<file path="src/rtl/wq_pkg.sv">
// shared types, codes and constants of the weight quantizer
package wq_pkg;

   localparam logic [1:0] MODE_FP32 = 2'd0;
   localparam logic [1:0] MODE_BF16 = 2'd1;
   localparam logic [1:0] MODE_INT8 = 2'd2;

   localparam logic [1:0] KIND_SCALE = 2'd0;
   localparam logic [1:0] KIND_FP32  = 2'd1;
   localparam logic [1:0] KIND_BF16  = 2'd2;
   localparam logic [1:0] KIND_CODE  = 2'd3;

   localparam logic [31:0] FP32_ONE    = 32'h3F80_0000;
   localparam logic [31:0] FP32_127    = 32'h42FE_0000;
   localparam logic [30:0] FP32_INF    = 31'h7F80_0000;
   localparam logic [31:0] FP32_NAN    = 32'h7FC0_0000;
   localparam logic [6:0]  CODE_LIMIT  = 7'd127;

   localparam int unsigned DIV_STEPS = 25;

   typedef struct packed {
      logic        req_type;
      logic [31:0] element_bits;
      logic        tensor_last;
   } req_word_type;

   typedef struct packed {
      logic [1:0]        word_kind;
      logic [31:0]       out_word;
      logic signed [7:0] code_value;
   } rsp_word_type;

   typedef struct packed {
      logic accept;
      logic div_load;
      logic norm_step;
      logic align_step;
      logic div_step;
      logic round_step;
      logic out_load;
   } dp_cmd_type;

   typedef struct packed {
      logic [1:0] mode;
      logic       special;
      logic       need_norm;
   } dp_status_type;

endpackage

</file>
<file path="src/rtl/wq_datapath.sv">
// datapath: mode register, scan maximum, scale, fp32 divider and int8 rounding
module wq_datapath import wq_pkg::*; (
   input  logic          clock,
   input  logic          reset,
   input  logic          csr_wr_en,
   input  logic [1:0]    csr_wr_data,
   input  req_word_type  req_word,
   input  dp_cmd_type    cmd,
   output dp_status_type status,
   output rsp_word_type  rsp_word
);

   logic [1:0]         mode_ff;
   logic [31:0]        max_ff, max_in;
   logic [31:0]        scale_ff, scale_in;
   logic [31:0]        elem_ff;
   logic               scan_ff;
   logic               sign_ff;
   logic signed [10:0] exp_ff, exp_in;
   logic [23:0]        ma_ff, ma_in, mb_ff, mb_in;
   logic [24:0]        rem_ff, rem_in;
   logic [24:0]        quo_ff, quo_in;
   logic               sp_ff, sp_in;
   logic [31:0]        res_ff, res_in;
   rsp_word_type       rsp_ff, rsp_in;

   logic [30:0] mag;
   logic [31:0] opa, opb;
   logic [7:0]  xa, xb;
   logic [22:0] fa, fb;
   logic        nan_a, nan_b, inf_a, inf_b, zero_a, zero_b, sgn;
   logic [25:0] diff;
   logic        ge;
   logic        sticky, lost, g, lsb, inc;
   logic [10:0] shw;
   logic [4:0]  shv;
   logic [25:0] mask;
   logic [24:0] qs;
   logic [30:0] packed_res;
   logic [31:0] sc;
   logic [23:0] qm;
   logic [7:0]  h, hr;
   logic [4:0]  qsh;
   logic [6:0]  qmag;
   logic [7:0]  code;

   always_ff @(posedge clock) begin
      if (reset) begin
         mode_ff  <= MODE_FP32;
         max_ff   <= '0;
         scale_ff <= FP32_ONE;
      end else begin
         if (csr_wr_en) mode_ff <= csr_wr_data;
         max_ff   <= max_in;
         scale_ff <= scale_in;
      end
   end

   always_ff @(posedge clock) begin
      if (cmd.accept) begin
         elem_ff <= req_word.element_bits;
         scan_ff <= !req_word.req_type;
      end
      if (cmd.div_load) sign_ff <= sgn;
      exp_ff <= exp_in;
      ma_ff  <= ma_in;
      mb_ff  <= mb_in;
      rem_ff <= rem_in;
      quo_ff <= quo_in;
      sp_ff  <= sp_in;
      res_ff <= res_in;
      rsp_ff <= rsp_in;
   end

   assign mag = req_word.element_bits[30:0];

   // scan maximum
   always_comb begin
      max_in = max_ff;
      if (cmd.accept && mode_ff == MODE_INT8 && !req_word.req_type &&
          mag <= FP32_INF && {1'b0, mag} > max_ff)
         max_in = {1'b0, mag};
      if (cmd.div_load && scan_ff) max_in = '0;
   end

   // operand unpack and special cases
   always_comb begin
      opa    = scan_ff ? max_ff : elem_ff;
      opb    = scan_ff ? FP32_127 : scale_ff;
      xa     = opa[30:23];
      xb     = opb[30:23];
      fa     = opa[22:0];
      fb     = opb[22:0];
      nan_a  = (xa == 8'hFF) && (fa != '0);
      nan_b  = (xb == 8'hFF) && (fb != '0);
      inf_a  = (xa == 8'hFF) && (fa == '0);
      inf_b  = (xb == 8'hFF) && (fb == '0);
      zero_a = (xa == 8'h00) && (fa == '0);
      zero_b = (xb == 8'h00) && (fb == '0);
      sgn    = opa[31] ^ opb[31];
   end

   // divider steps
   always_comb begin
      exp_in = exp_ff;
      ma_in  = ma_ff;
      mb_in  = mb_ff;
      rem_in = rem_ff;
      quo_in = quo_ff;
      sp_in  = sp_ff;
      res_in = res_ff;
      diff   = {1'b0, rem_ff} - {2'b0, mb_ff};
      ge     = !diff[25];
      sticky = rem_ff != '0;
      shw    = 11'd1 - exp_ff;
      shv    = (shw > 11'd26) ? 5'd26 : shw[4:0];
      mask   = (26'd1 << shv) - 26'd1;
      lost   = |({1'b0, quo_ff} & mask);
      qs     = quo_ff >> shv;
      if (exp_ff >= 11'sd1) begin
         packed_res = {exp_ff[7:0], quo_ff[23:1]};
         g   = quo_ff[0];
         lsb = quo_ff[1];
         inc = g && (sticky || lsb);
      end else begin
         packed_res = {8'd0, qs[23:1]};
         g   = qs[0];
         lsb = qs[1];
         inc = g && (sticky || lost || lsb);
      end
      if (cmd.div_load) begin
         ma_in  = {xa != 8'h00, fa};
         mb_in  = {xb != 8'h00, fb};
         exp_in = 11'(signed'({3'b0, (xa == 8'h00) ? 8'd1 : xa}))
                - 11'(signed'({3'b0, (xb == 8'h00) ? 8'd1 : xb})) + 11'sd127;
         sp_in  = 1'b1;
         if (nan_a || nan_b || (inf_a && inf_b) || (zero_a && zero_b))
            res_in = FP32_NAN;
         else if (inf_a || zero_b)
            res_in = {sgn, FP32_INF};
         else if (zero_a || inf_b)
            res_in = {sgn, 31'd0};
         else
            sp_in = 1'b0;
      end
      if (cmd.norm_step) begin
         if (!ma_ff[23]) ma_in = {ma_ff[22:0], 1'b0};
         if (!mb_ff[23]) mb_in = {mb_ff[22:0], 1'b0};
         exp_in = exp_ff - 11'(signed'({10'd0, !ma_ff[23]}))
                         + 11'(signed'({10'd0, !mb_ff[23]}));
      end
      if (cmd.align_step) begin
         quo_in = '0;
         if (ma_ff < mb_ff) begin
            rem_in = {ma_ff, 1'b0};
            exp_in = exp_ff - 11'sd1;
         end else begin
            rem_in = {1'b0, ma_ff};
         end
      end
      if (cmd.div_step) begin
         rem_in = ge ? {diff[23:0], 1'b0} : {rem_ff[23:0], 1'b0};
         quo_in = {quo_ff[23:0], ge};
      end
      if (cmd.round_step) begin
         if (exp_ff >= 11'sd255) res_in = {sign_ff, FP32_INF};
         else res_in = {sign_ff, packed_res + {30'd0, inc}};
      end
   end

   // int8 code from the rounded quotient
   always_comb begin
      qm   = {1'b1, res_ff[22:0]};
      qsh  = 5'(8'd149 - res_ff[30:23]);
      h    = 8'(qm >> qsh);
      hr   = h + 8'd1;
      if (res_ff[30:0] > FP32_INF) qmag = '0;
      else if (res_ff[30:0] >= FP32_127[30:0]) qmag = CODE_LIMIT;
      else if (res_ff[30:23] < 8'd126) qmag = '0;
      else qmag = hr[7:1];
      code = res_ff[31] ? 8'(-{1'b0, qmag}) : {1'b0, qmag};
      sc   = (res_ff == '0) ? FP32_ONE : res_ff;
   end

   always_comb begin
      rsp_in   = rsp_ff;
      scale_in = scale_ff;
      if (cmd.out_load) begin
         rsp_in.code_value = '0;
         if (mode_ff == MODE_FP32) begin
            rsp_in.word_kind = KIND_FP32;
            rsp_in.out_word  = elem_ff;
         end else if (mode_ff == MODE_BF16) begin
            rsp_in.word_kind = KIND_BF16;
            rsp_in.out_word  = {16'd0, elem_ff[31:16]};
         end else if (scan_ff) begin
            rsp_in.word_kind = KIND_SCALE;
            rsp_in.out_word  = sc;
            scale_in         = sc;
         end else begin
            rsp_in.word_kind  = KIND_CODE;
            rsp_in.out_word   = {24'd0, code};
            rsp_in.code_value = signed'(code);
         end
      end
   end

   assign status.mode      = mode_ff;
   assign status.special   = sp_ff;
   assign status.need_norm = !ma_ff[23] || !mb_ff[23];
   assign rsp_word         = rsp_ff;

endmodule

</file>
<file path="src/rtl/wq_controller.sv">
// controller: sequences accept, divide, round and result handoff
module wq_controller import wq_pkg::*; (
   input  logic          clock,
   input  logic          reset,
   input  logic          req_valid,
   output logic          req_ready,
   input  req_word_type  req_word,
   output logic          rsp_valid,
   input  logic          rsp_ready,
   input  dp_status_type status,
   output dp_cmd_type    cmd
);

   typedef enum logic [2:0] {
      IDLE, EMIT, LOAD, NORM, ALIGN, DIV, ROUND, FINISH
   } state_type;

   state_type  state_ff, state_in;
   logic [4:0] cnt_ff, cnt_in;
   logic       rsp_valid_ff, rsp_valid_in;
   logic       hold_ff, hold_in;

   always_ff @(posedge clock) begin
      if (reset) begin
         state_ff     <= IDLE;
         cnt_ff       <= '0;
         rsp_valid_ff <= 1'b0;
         hold_ff      <= 1'b0;
      end else begin
         state_ff     <= state_in;
         cnt_ff       <= cnt_in;
         rsp_valid_ff <= rsp_valid_in;
         hold_ff      <= hold_in;
      end
   end

   always_comb begin
      state_in     = state_ff;
      cnt_in       = cnt_ff;
      rsp_valid_in = rsp_valid_ff;
      hold_in      = hold_ff;
      cmd          = '0;
      req_ready    = (state_ff == IDLE) && !hold_ff;
      if (hold_ff && rsp_ready) begin
         rsp_valid_in = 1'b0;
         hold_in      = 1'b0;
      end
      unique case (state_ff)
         IDLE: begin
            if (req_valid && req_ready) begin
               cmd.accept = 1'b1;
               if (status.mode == MODE_FP32 || status.mode == MODE_BF16)
                  state_in = EMIT;
               else if (status.mode == MODE_INT8 &&
                        (req_word.req_type || req_word.tensor_last))
                  state_in = LOAD;
            end
         end
         EMIT: begin
            cmd.out_load = 1'b1;
            rsp_valid_in = 1'b1;
            hold_in      = 1'b1;
            state_in     = IDLE;
         end
         LOAD: begin
            cmd.div_load = 1'b1;
            state_in     = NORM;
         end
         NORM: begin
            if (status.special) state_in = FINISH;
            else if (status.need_norm) cmd.norm_step = 1'b1;
            else state_in = ALIGN;
         end
         ALIGN: begin
            cmd.align_step = 1'b1;
            cnt_in         = '0;
            state_in       = DIV;
         end
         DIV: begin
            cmd.div_step = 1'b1;
            cnt_in       = cnt_ff + 5'd1;
            if (cnt_ff == 5'(DIV_STEPS - 1)) state_in = ROUND;
         end
         ROUND: begin
            cmd.round_step = 1'b1;
            state_in       = FINISH;
         end
         FINISH: begin
            cmd.out_load = 1'b1;
            rsp_valid_in = 1'b1;
            hold_in      = 1'b1;
            state_in     = IDLE;
         end
         default: state_in = IDLE;
      endcase
   end

   assign rsp_valid = rsp_valid_ff;

endmodule

</file>
<file path="src/rtl/weight_quantizer_int8_bf16.sv">
// weight quantizer top level: fp32 copy, bf16 truncation or int8 quantization
//
// req channel: one fp32 weight word per handshake, with its pass type and
// tensor_last flag. rsp channel: one result word, a scale, a copy, a bf16 half
// or an int8 code. csr_wr_en/csr_wr_data write the mode; the user must write
// the mode only while idle, the block does not enforce it. Modes 0 and 1:
// the accepted word passes through EMIT to the output register. Mode 2 scan
// words that are not last give no result. A last scan word or a quantize word
// runs through a radix-2 fp32 divider with 25 quotient steps, in the states
// LOAD, NORM (one normalizing shift per step for a subnormal operand, up to
// 23 shifts), ALIGN, DIV, ROUND and FINISH; a special quotient skips from
// NORM to FINISH. One word is in flight at a time; the divider sets the rate.
// A new word is taken only after the previous result has been taken.
// If the receiver stalls, the result holds in the output register and req_ready
// stays low until rsp_ready rises.
// Reset sets mode 0, clears the running maximum and sets the scale to 1.0.
module weight_quantizer_int8_bf16 import wq_pkg::*; (
   input  logic         clock,
   input  logic         reset,
   input  logic         req_valid,
   output logic         req_ready,
   input  req_word_type req_word,
   output logic         rsp_valid,
   input  logic         rsp_ready,
   output rsp_word_type rsp_word,
   input  logic         csr_wr_en,
   input  logic [1:0]   csr_wr_data
);

   dp_cmd_type    cmd;
   dp_status_type status;

   wq_controller u_ctrl (
      .clock     (clock),
      .reset     (reset),
      .req_valid (req_valid),
      .req_ready (req_ready),
      .req_word  (req_word),
      .rsp_valid (rsp_valid),
      .rsp_ready (rsp_ready),
      .status    (status),
      .cmd       (cmd)
   );

   wq_datapath u_dp (
      .clock       (clock),
      .reset       (reset),
      .csr_wr_en   (csr_wr_en),
      .csr_wr_data (csr_wr_data),
      .req_word    (req_word),
      .cmd         (cmd),
      .status      (status),
      .rsp_word    (rsp_word)
   );

endmodule
</file>
<file path="config.mk">
export PLATFORM = sky130hd
export DESIGN_NAME = weight_quantizer_int8_bf16
export DESIGN_NICKNAME = d
export VERILOG_FILES = /design/src/rtl/wq_pkg.sv /design/src/rtl/wq_datapath.sv /design/src/rtl/wq_controller.sv /design/src/rtl/weight_quantizer_int8_bf16.sv
export SDC_FILE = /design/constraint.sdc
export NUM_CORES = 1
export LEC_CHECK = 0
export ABC_AREA = 1
export CORE_MARGIN = 4
export CORE_UTILIZATION = 40
export CTS_BUF_LIST = sky130_fd_sc_hd__clkbuf_16
export CTS_CLUSTER_DIAMETER = 100
export DETAILED_ROUTE_END_ITERATION = 10
export DONT_BUFFER_PORTS = 1
export PLACE_DENSITY = 0.59
export RECOVER_POWER = 25
export SLEW_MARGIN = 10
export SYNTH_ARGS = -nofsm -noshare
export SYNTH_HDL_FRONTEND = slang
export SYNTH_SLANG_ARGS = --single-unit
</file>
<file path="constraint.sdc">
create_clock -name clock -period 5.35 [get_ports clock]
set_clock_uncertainty 0.1 [all_clocks]
set_input_delay 0.8025 -clock clock [delete_from_list [all_inputs] [get_ports clock]]
set_output_delay 0.8025 -clock clock [all_outputs]
set_load 0.02 [all_outputs]
</file>
==> results of run 1 <==
-- cell usage after synthesis (4+ instances only) --
library cell	instances	area [µm²]
a21oi_1	170	851
xnor2_1	14	123
or2_2	5	31.3
xor2_1	36	315
inv_1	334	1250
mux2i_1	5	50.1
o21ai_1	4	20.0
clkbuf_1	97	364
nor2_2	11	68.8
a31oi_1	29	181
o22ai_1	32	200
o21ai_0	305	1530
nand2_2	5	31.3
nor3_1	33	165
nand2_1	674	2530
and3_1	4	25.0
nor2_1	309	1160
buf_4	5	37.5
edfxtp_1	159	4770
ha_1	133	1660
nor4_1	29	181
dfxtp_1	133	2660
clkinv_1	7	26.3
nand3_1	252	1260
o21bai_1	8	60.1
buf_1	4	15.0
a211oi_1	31	233
buf_2	17	85.1
inv_2	15	56.3
o221ai_1	13	114
o31ai_1	6	45.0
nor2_4	4	45.0
o211ai_1	22	165
nand4_1	79	494
nand3b_1	5	37.5
-- power by group --
group / internal (mW) / switching [mW]
clock network: 1.45 / 1.11
logic: 2.11 / 4.29
registers: 3.26 / 0.823
total: 6.83 / 6.22
-- state kept, by name, summed over array words and instances (netlist names), 25 cells and up --
signal         count
u_dp.elem_ff      32
u_dp.max_ff       31
u_dp.quo_ff       25
u_dp.rem_ff       25
u_dp.res_ff       32
u_dp.rsp_word     42
u_dp.scale_ff     32
-- layout make-up --
type | instances | area [µm²]
antenna | 1 | 2.50
clock buffer | 41 | 1030
clock inverter | 27 | 213
fill | 5506 | 29300
inverter | 358 | 1350
multi-input combinational | 2265 | 12100
sequential | 292 | 7440
tap | 688 | 861
timing repair buffer | 63 | 467
-- repair_timing --
item / in CTS / in global routing
setup endpoints to repair: 0 / 26
setup buffers: 0 / 7
resized for setup: 0 / 16
endpoints found under the hold margin: 0 / 0
-- path summary, 6_finish.rpt --
check                           cells past startpoint  slack (ps)              start                end
worst max-delay path                               33         420     u_dp.exp_ff[3]    u_dp.res_ff[22]
worst min-delay path                                1         190              reset   u_ctrl.cnt_ff[3]
worst max register to register                     33         420     u_dp.exp_ff[3]    u_dp.res_ff[22]
worst min register to register                      2         380  u_dp.scale_ff[30]  u_dp.scale_ff[30]
-- kinds of logic after synthesis --
| kind of cell | after synthesis |
|---|---|
| xor gates and xnor gates | 50 |
| and+or+nand+nor | 1426 |
| muxes | 5 |
| adders and majority gates | 136 |
| AOI/OAI and AO/OA | 648 |
| DFF | 292 |
| buffers and inverters | 484 |
-- per-stage QoR --
stage	area, µm²	util, %
2_1_floorplan	21400	-
3_3_place_gp	22200	42.0
3_5_place_dp	22200	42.0
4_1_cts	23400	44.3
5_1_grt	23500	44.5
6_report	23500	44.5
-- routing by layer --
layer	wire length, µm	global-route usage, %	vias to the layer above
met2	34300	40.5	820
met4	2390	8.32	0
li1	-	-	10300
met3	5860	4.71	167
met5	0	0	-
met1	32200	34.8	9967
==> metrics.yaml, run 1 <==
synth_top_family_by_area: "simple AND/OR/NAND/NOR gates"
max_cap_violations: 3
synth-seq-cells: 292
port_buffers: 0
drc: 0
cp-start-kind: "register"
ctsHoldBuffers: 0
antenna_left: 0
routedWlPerCell_um: 20.0
drt_iter0_drc: 2196
synth_compound_area_share_pct: 17.1
yosysWarnings: 0
vias: 21300
path_max_fanout: 14
rsz0062_at_grt: "false"
syn_inst: 3041
synth_edf_count: 159
worst-setup-path-type: "register to register"
clock_latency_ps: 580
syn_nets: 3218
timing.fmax_mhz: 203
setup-violations-final: 0
final_cells: 3735
pre_cts_slack_ps: 155
hpwl_um: 56700
clock-sinks: 292
worst-path-buf-inv: 4
period_minus_slack_ps: 4930
core-area_um2: 52800
rows: 84
hold_violations: 0
cp_data_required_time_ps: 5560
cts_made_buffers: 37
die_y_um: 239
seq_area_frac_synth_pct: 34.8
path_delay_family: "simple AND/OR/NAND/NOR gates"
ios: 85
gp_congestion: 0.955
max_slew_margin_pct: -108
min_path_type: "input pin to register"
timing.critical_path.to_type: "register"
status: "complete, but fails checks"
power_mw: 13.0
p_per_area_nw_per_um2: 556
avgViaCountPerCell: 5.70
layout_worst_path_cycle_share_pct: 92.1
grtUsageTotal_pct: 25.4
crit_top_cell: "nand2_1"
grt_max_degree: 79
cts_buffer_depth: 3
yosys.area_share.simple_pct: 29.0
die_w_um: 239
drt-pass1-iter-count: 6
p_leak_nw: 9.91
synth.area.mux_share_pct: 0.234
final_layout_size_suffix_gt1_share_pct: 6.04
cts_tree: "done"
final_cell_mix: "nand2_1, inv_1, o21ai_0"
netlist_area_um2: 21400
arrival_ps: 5140
grt_first_pass_wirelength_um: 115000
tightest_slew_ps: 3110
violations: "max-capacitance violations, max-slew violations"
wirelength_um: 74700
slowest_stage: "dfxtp_1"
tns_ps: 0
dp.cells: 3659
nets: 3194
ys_types: 64
slew_violations: 168
async_flop_share_pct: 0
setup_ws_ps: 421
synthFlopType: "edfxtp_1"
ir_drop_uv: 261
slowest_delay_ps: 370
synthAdderAreaFrac_pct: 8.07
dieArea_um2: 57200
holdWs_ps: 187
h-tree-depth: 2
area_growth_pct: 9.89
grt_pass1_vias: 20000
antenna_found_initial: 2
clk_pin_slew_ps: 60
syn_area_per_cell_um2: 7.03
synthXorXnorAreaFrac_pct: 2.05
start_util_pct: 40.5
root_buffer: "clkbuf_16"
final_common_cell: "nand2_1"
overflow: 0
Note: power is estimated with default switching activity, not from simulation.
==> run 2, diff against run 1 <==
- GPL_TIMING_DRIVEN: default -> 0
- RECOVER_POWER: 25 -> 100
==> metrics.yaml, run 2 (synthesized netlist as in run 1, its figures left out) <==
grt_max_degree: 43  # was 79
rows: 84  # unchanged
slew_violations: 111  # was 168
routedLengthMet1_um: 34900  # was 32,200 µm
rr_startpoint: "u_dp.exp_ff[4]"  # was u_dp.exp_ff[3]
slowest_stage: "dfxtp_4"  # was dfxtp_1
clock-sinks: 292  # unchanged
grtUsageTotal_pct: 27.4  # was 25.4%
ios: 85  # unchanged
wirelength_um: 81500  # was 74,700 µm
h-tree-depth: 2  # unchanged
top_layer_used: "met4"  # unchanged
p_per_area_nw_per_um2: 550  # was 556 nW/µm²
power_mw: 13.1  # was 13.0 mW
max_slew_margin_pct: -21.8  # was -108%
routedWlPerCell_um: 21.3  # was 20.0 µm
period_minus_slack_ps: 5090  # was 4930 ps
path_max_fanout: 10  # was 14
p_leak_nw: 10.0  # was 9.91 nW
hold_violations: 0  # unchanged
timing.rr.end: "u_dp.res_ff[26]"  # was u_dp.res_ff[22]
setup-violations-final: 0  # unchanged
cp-start-kind: "register"  # unchanged
cts_tree: "done"  # unchanged
r2r_cells: 33  # unchanged
timing.fmax_mhz: 196  # was 203 MHz
min_from: "reset"  # unchanged
timing.critical_path.to_type: "register"  # unchanged
grt_first_pass_wirelength_um: 122000  # was 115,000 µm
worst-setup-path-type: "register to register"  # unchanged
insertedDiodeCount: 0  # was 1
max_cap_violations: 3  # unchanged
clk_pin_slew_ps: 60  # about the same
holdPathEnd: "u_ctrl.state_ff[0]"  # was u_ctrl.cnt_ff[3]
port_buffers: 0  # unchanged
gp_congestion: 0.987  # was 0.955
cp_data_required_time_ps: 5570  # was 5560 ps
die_y_um: 239  # unchanged
nets: 3292  # was 3,194
slowest_delay_ps: 380  # was 370 ps
drt_iter0_drc: 2266  # was 2,196
largest_reg_flops: 42  # unchanged
start_util_pct: 40.5  # unchanged
core-area_um2: 52800  # unchanged
drt-pass1-iter-count: 6  # unchanged
violations: "max-capacitance violations, max-slew violations"  # unchanged
cts_buffer_depth: 3  # unchanged
antenna_left: 0  # unchanged
ff2ff_setup_slack_ps: 260  # was 420 ps
final_common_cell: "nand2_1"  # unchanged
overflow: 0  # unchanged
wl_met3_um: 6770  # was 5860 µm
hold_depth: 1  # unchanged
ir_drop_uv: 244  # was 261 µV
arrival_ps: 5310  # was 5140 ps
antenna_found_initial: 1  # was 2
ctsHoldBuffers: 0  # unchanged
pre_cts_slack_ps: -809  # was 155 ps
area_growth_pct: 11.7  # was 9.89%
crit_top_cell: "nand2_1"  # unchanged
final_layout_size_suffix_gt1_share_pct: 6.58  # was 6.04%
vias: 22300  # was 21,300
clock_latency_ps: 570  # was 580 ps
min_path_type: "input pin to register"  # unchanged
grt_pass1_vias: 20900  # was 20,000
tightest_slew_ps: 1830  # was 3110 ps
ff_latch_area_um2: 7450  # was 7440 µm²
place_area_um2: 22300  # was 22,200 µm²
final.fill_count: 5468  # was 5,506
die_w_um: 239  # unchanged
cts_made_buffers: 37  # unchanged
hpwl_um: 62900  # was 56,700 µm
setup_ws_ps: 257  # was 421 ps
root_buffer: "clkbuf_16"  # unchanged
status: "complete, but fails checks"  # unchanged
final_cell_mix: "nand2_1, inv_1, o21ai_0"  # unchanged
rsz0062_at_grt: "true"  # was false
post-route-cell-area_um2: 23900  # was 23,500 µm²
drc: 0  # unchanged
dieArea_um2: 57200  # unchanged
avgViaCountPerCell: 5.83  # was 5.70
routed-wl-met2_um: 36600  # was 34,300 µm
layout_worst_path_cycle_share_pct: 95.2  # was 92.1%
multi_input_area_um2: 12200  # was 12,100 µm²
==> run 2: changes by cell type in the layout (fill, tap and decap cells not counted), sizes merged <==
cell	delta
clkinv	-3
clkbuf	+89
inv	+6
clkinvlp	+1
diode	-1
buf	+5
==> run 2: layer usage <==
layer  track usage, %  vias up
met3             5.13      200
met1             37.6    10600
met4             10.1        0
met2             43.2     1013
li1                 -    10500
met5                0        -
==> run 2: worst max-delay path, delay by kind of cell (launching register included) <==
kind | cells | cell delay (ps)
DFF | 1 | 380
adders and majority gates | 4 | 820
buffers and inverters | 5 | 730
and+or+nand+nor | 24 | 2780
==> run 2: report_power, final <==
part	switching, mW	internal [mW]	total [mW]
registers	0.864	3.28	4.15
clock network	1.07	1.36	2.43
logic	4.43	2.13	6.56
==> run 2: how the worst max path moves through the flow <==
stage,startpoint,endpoint,slack (ps),cells past startpoint
global placement,u_dp.exp_ff[2],u_dp.res_ff[30],-770,36
detailed placement,u_dp.exp_ff[2],u_dp.res_ff[30],-810,36
CTS,u_dp.exp_ff[4],u_dp.res_ff[22],0.8,34
floorplan,u_dp.exp_ff[1],u_dp.res_ff[22],570,37
global route,u_dp.exp_ff[4],u_dp.res_ff[26],-40,33
finish,u_dp.exp_ff[4],u_dp.res_ff[26],260,33
==> run 2: what timing repair did <==
item,CTS,global route
resized for setup,37,36
pin swaps,3,12
gates cloned,0,1
endpoints found under the setup margin,30,27
setup buffers,12,24
==> run 2: layout make-up <==
class	count	area share, %
plain buffers	123	2.23
clock buffers	38	3.98
clock inverters	30	0.886
inverters	358	5.79
multi-input cells	2265	51.1
flip-flops and latches	292	31.2
well taps	688	3.61
repair buffers	37	1.15
repair inverters	1	0.0210
==> run 2: through the flow <==
stage               hold slack (ps)  setup TNS, ps  utilization [%]  std cells
finish                          208              0             45.3       3832
global route                    188          -64.0             45.3       3832
CTS                             191              0             44.7       3809
detailed placement              372         -14220             42.2       3730
global placement                371         -14490             42.1       3729
floorplan                       328              0                -       3041
==> run 3, diff against run 2 <==
- CORE_ASPECT_RATIO: default -> 2
==> metrics.yaml, run 3 (synthesized netlist as in run 1, its figures left out) <==
final_common_cell: "nand2_1"  # unchanged
drc: 0  # unchanged
start_util_pct: 40.5  # about the same
rr_startpoint: "u_dp.exp_ff[4]"  # unchanged
area_growth_pct: 12.0  # was 11.7%
grt_first_pass_wirelength_um: 150000  # was 122,000 µm
nets: 3287  # was 3,292
grt_max_degree: 35  # was 43
core-area_um2: 52700  # was 52,800 µm²
hold_violations: 0  # unchanged
die_y_um: 335  # was 239 µm
drt_iter0_drc: 1697  # was 2,266
cts_tree: "done"  # unchanged
setup-violations-final: 0  # unchanged
clock-sinks: 292  # unchanged
cp_data_required_time_ps: 5630  # was 5570 ps
cts_buffer_depth: 3  # unchanged
final_cell_mix: "nand2_1, inv_1, o21ai_0"  # unchanged
grtUsageTotal_pct: 36.3  # was 27.4%
holdPathEnd: "u_ctrl.state_ff[0]"  # unchanged
path_max_fanout: 10  # unchanged
hold_depth: 1  # unchanged
p_sw_share_pct: 51.0  # was 48.5%
ir_drop_uv: 381  # was 244 µV
drt-pass1-iter-count: 8  # was 6
clk_pin_slew_ps: 70  # was 60 ps
cp-start-kind: "register"  # unchanged
p_int_mw: 6.83  # was 6.77 mW
min_path_type: "input pin to register"  # unchanged
tns_ps: 0  # unchanged
r2r_cells: 34  # was 33
gp_congestion: 1.05  # was 0.987
routedWlPerCell_um: 28.0  # was 21.3 µm
power_frac_clock_pct: 17.1  # was 18.5%
final_layout_size_suffix_gt1_share_pct: 7.18  # was 6.58%
status: "complete, but fails checks"  # unchanged
setup_ws_ps: 185  # was 257 ps
worst-setup-path-type: "register to register"  # unchanged
power_mw: 13.9  # was 13.1 mW
slowest_delay_ps: 390  # was 380 ps
overflow: 0  # unchanged
vias: 22700  # was 22,300
ff2ff_setup_slack_ps: 180  # was 260 ps
tightest_slew_ps: 1850  # was 1830 ps
largest_reg_flops: 42  # unchanged
grt_pass1_vias: 22600  # was 20,900
die_w_um: 171  # was 239 µm
max_slew_margin_pct: -23.7  # was -21.8%
p_per_area_nw_per_um2: 583  # was 550 nW/µm²
comb_power_share_pct: 52.8  # was 50.0%
layout_worst_path_cycle_share_pct: 96.5  # was 95.2%
port_buffers: 0  # unchanged
root_buffer: "clkbuf_16"  # unchanged
p_leak_nw: 9.98  # was 10.0 nW
avgViaCountPerCell: 5.96  # was 5.83
antenna_found_initial: 8  # was 1
pre_cts_slack_ps: -1460  # was -809 ps
clock_latency_ps: 620  # was 570 ps
holdWs_ps: 154  # was 208 ps
timing.critical_path.to_type: "register"  # unchanged
ctsHoldBuffers: 0  # unchanged
period_minus_slack_ps: 5170  # was 5090 ps
power.switching_mw: 7.11  # was 6.37 mW
max_cap_violations: 3  # unchanged
h-tree-depth: 1  # was 2
cts_made_buffers: 30  # was 37
arrival_ps: 5440  # was 5310 ps
rsz0062_at_grt: "true"  # unchanged
violations: "max-capacitance violations, max-slew violations"  # unchanged
slowest_stage: "dfxtp_4"  # unchanged
ios: 85  # unchanged
antenna_left: 0  # unchanged
hpwl_um: 87000  # was 62,900 µm
dieArea_um2: 57400  # was 57,200 µm²
slew_violations: 94  # was 111
timing.fmax_mhz: 194  # was 196 MHz
rows: 119  # was 84
timing.rr.end: "u_dp.res_ff[22]"  # was u_dp.res_ff[26]
wirelength_um: 107000  # was 81,500 µm
min_from: "reset"  # unchanged
crit_top_cell: "nand2_2"  # was nand2_1
seqPwrFrac_pct: 30.1  # was 31.6%
==> run 3: cell types whose count changed in the layout (fill, tap and decap cells not counted), sizes merged, moves of 3 or more <==
cell,change
bufinv,+5
clkinvlp,+3
clkinv,-5
inv,-9
clkbuf,-5
diode,+8
==> run 3: worst max-delay path: cells and delay by family, from the launching register on <==
family,cells,cell delay (ps)
XOR/XNOR,1,160
adder cells (fa/ha/maj),4,830
buffers and inverters,6,830
flip-flops,1,390
AND/OR/NAND/NOR,23,2590
==> run 3: how the worst max path moves through the flow <==
stage | startpoint | to | slack [ps] | cells past startpoint
after detailed placement | u_dp.exp_ff[4] | u_dp.res_ff[22] | -1460 | 35
final | u_dp.exp_ff[4] | u_dp.res_ff[22] | 180 | 34
after CTS | u_dp.exp_ff[2] | u_dp.res_ff[26] | 0.4 | 36
after global routing | u_dp.exp_ff[2] | u_dp.res_ff[26] | -50 | 36
after global placement | u_dp.exp_ff[4] | u_dp.res_ff[22] | -1440 | 35
after floorplan | u_dp.exp_ff[1] | u_dp.res_ff[22] | 570 | 37
==> run 3: area by class of cell <==
class | count | area (µm²)
Timing Repair Buffer | 40 | 300
Multi-Input combinational cell | 2265 | 12300
Sequential cell | 292 | 7460
Clock inverter | 25 | 309
Inverter | 358 | 1390
Buffer | 123 | 563
Fill cell | 5551 | 28800
Clock buffer | 31 | 776
Tap cell | 665 | 832
Antenna cell | 8 | 20.0
==> run 3: repair_timing <==
action	4_1_cts	5_1_grt
resized for setup	56	50
pin swaps	9	17
buffers inserted	18	20
endpoints found under the setup margin	31	29
==> run 3: power groups by stage <==
stage               registers [mW]  logic, mW  clock network [mW]
global placement              4.21       6.82                   0
finish                        4.20       7.36                2.38
detailed placement            4.18       6.91                   0
global route                  4.24       7.94                2.49
floorplan                     3.83       4.58                   0
CTS                           4.16       7.12                2.41
==> run 3: per-stage QoR <==
step	cells	area (µm²)	util, %
2_1_floorplan	3041	21400	-
3_3_place_gp	3706	22200	42.1
3_5_place_dp	3708	22200	42.2
4_1_cts	3781	23600	44.9
5_1_grt	3803	23900	45.4
6_report	3807	23900	45.4
==> run 3: per-layer routing <==
metal,part of all wire [%],up-vias,track usage [%],wire length (µm)
met4,15,0,39.9,15600
met3,5.6,525,6.97,5980
met2,52,1043,66.7,55100
met5,0,-,0,0
li1,-,10500,-,-
met1,28,10600,29.1,29800
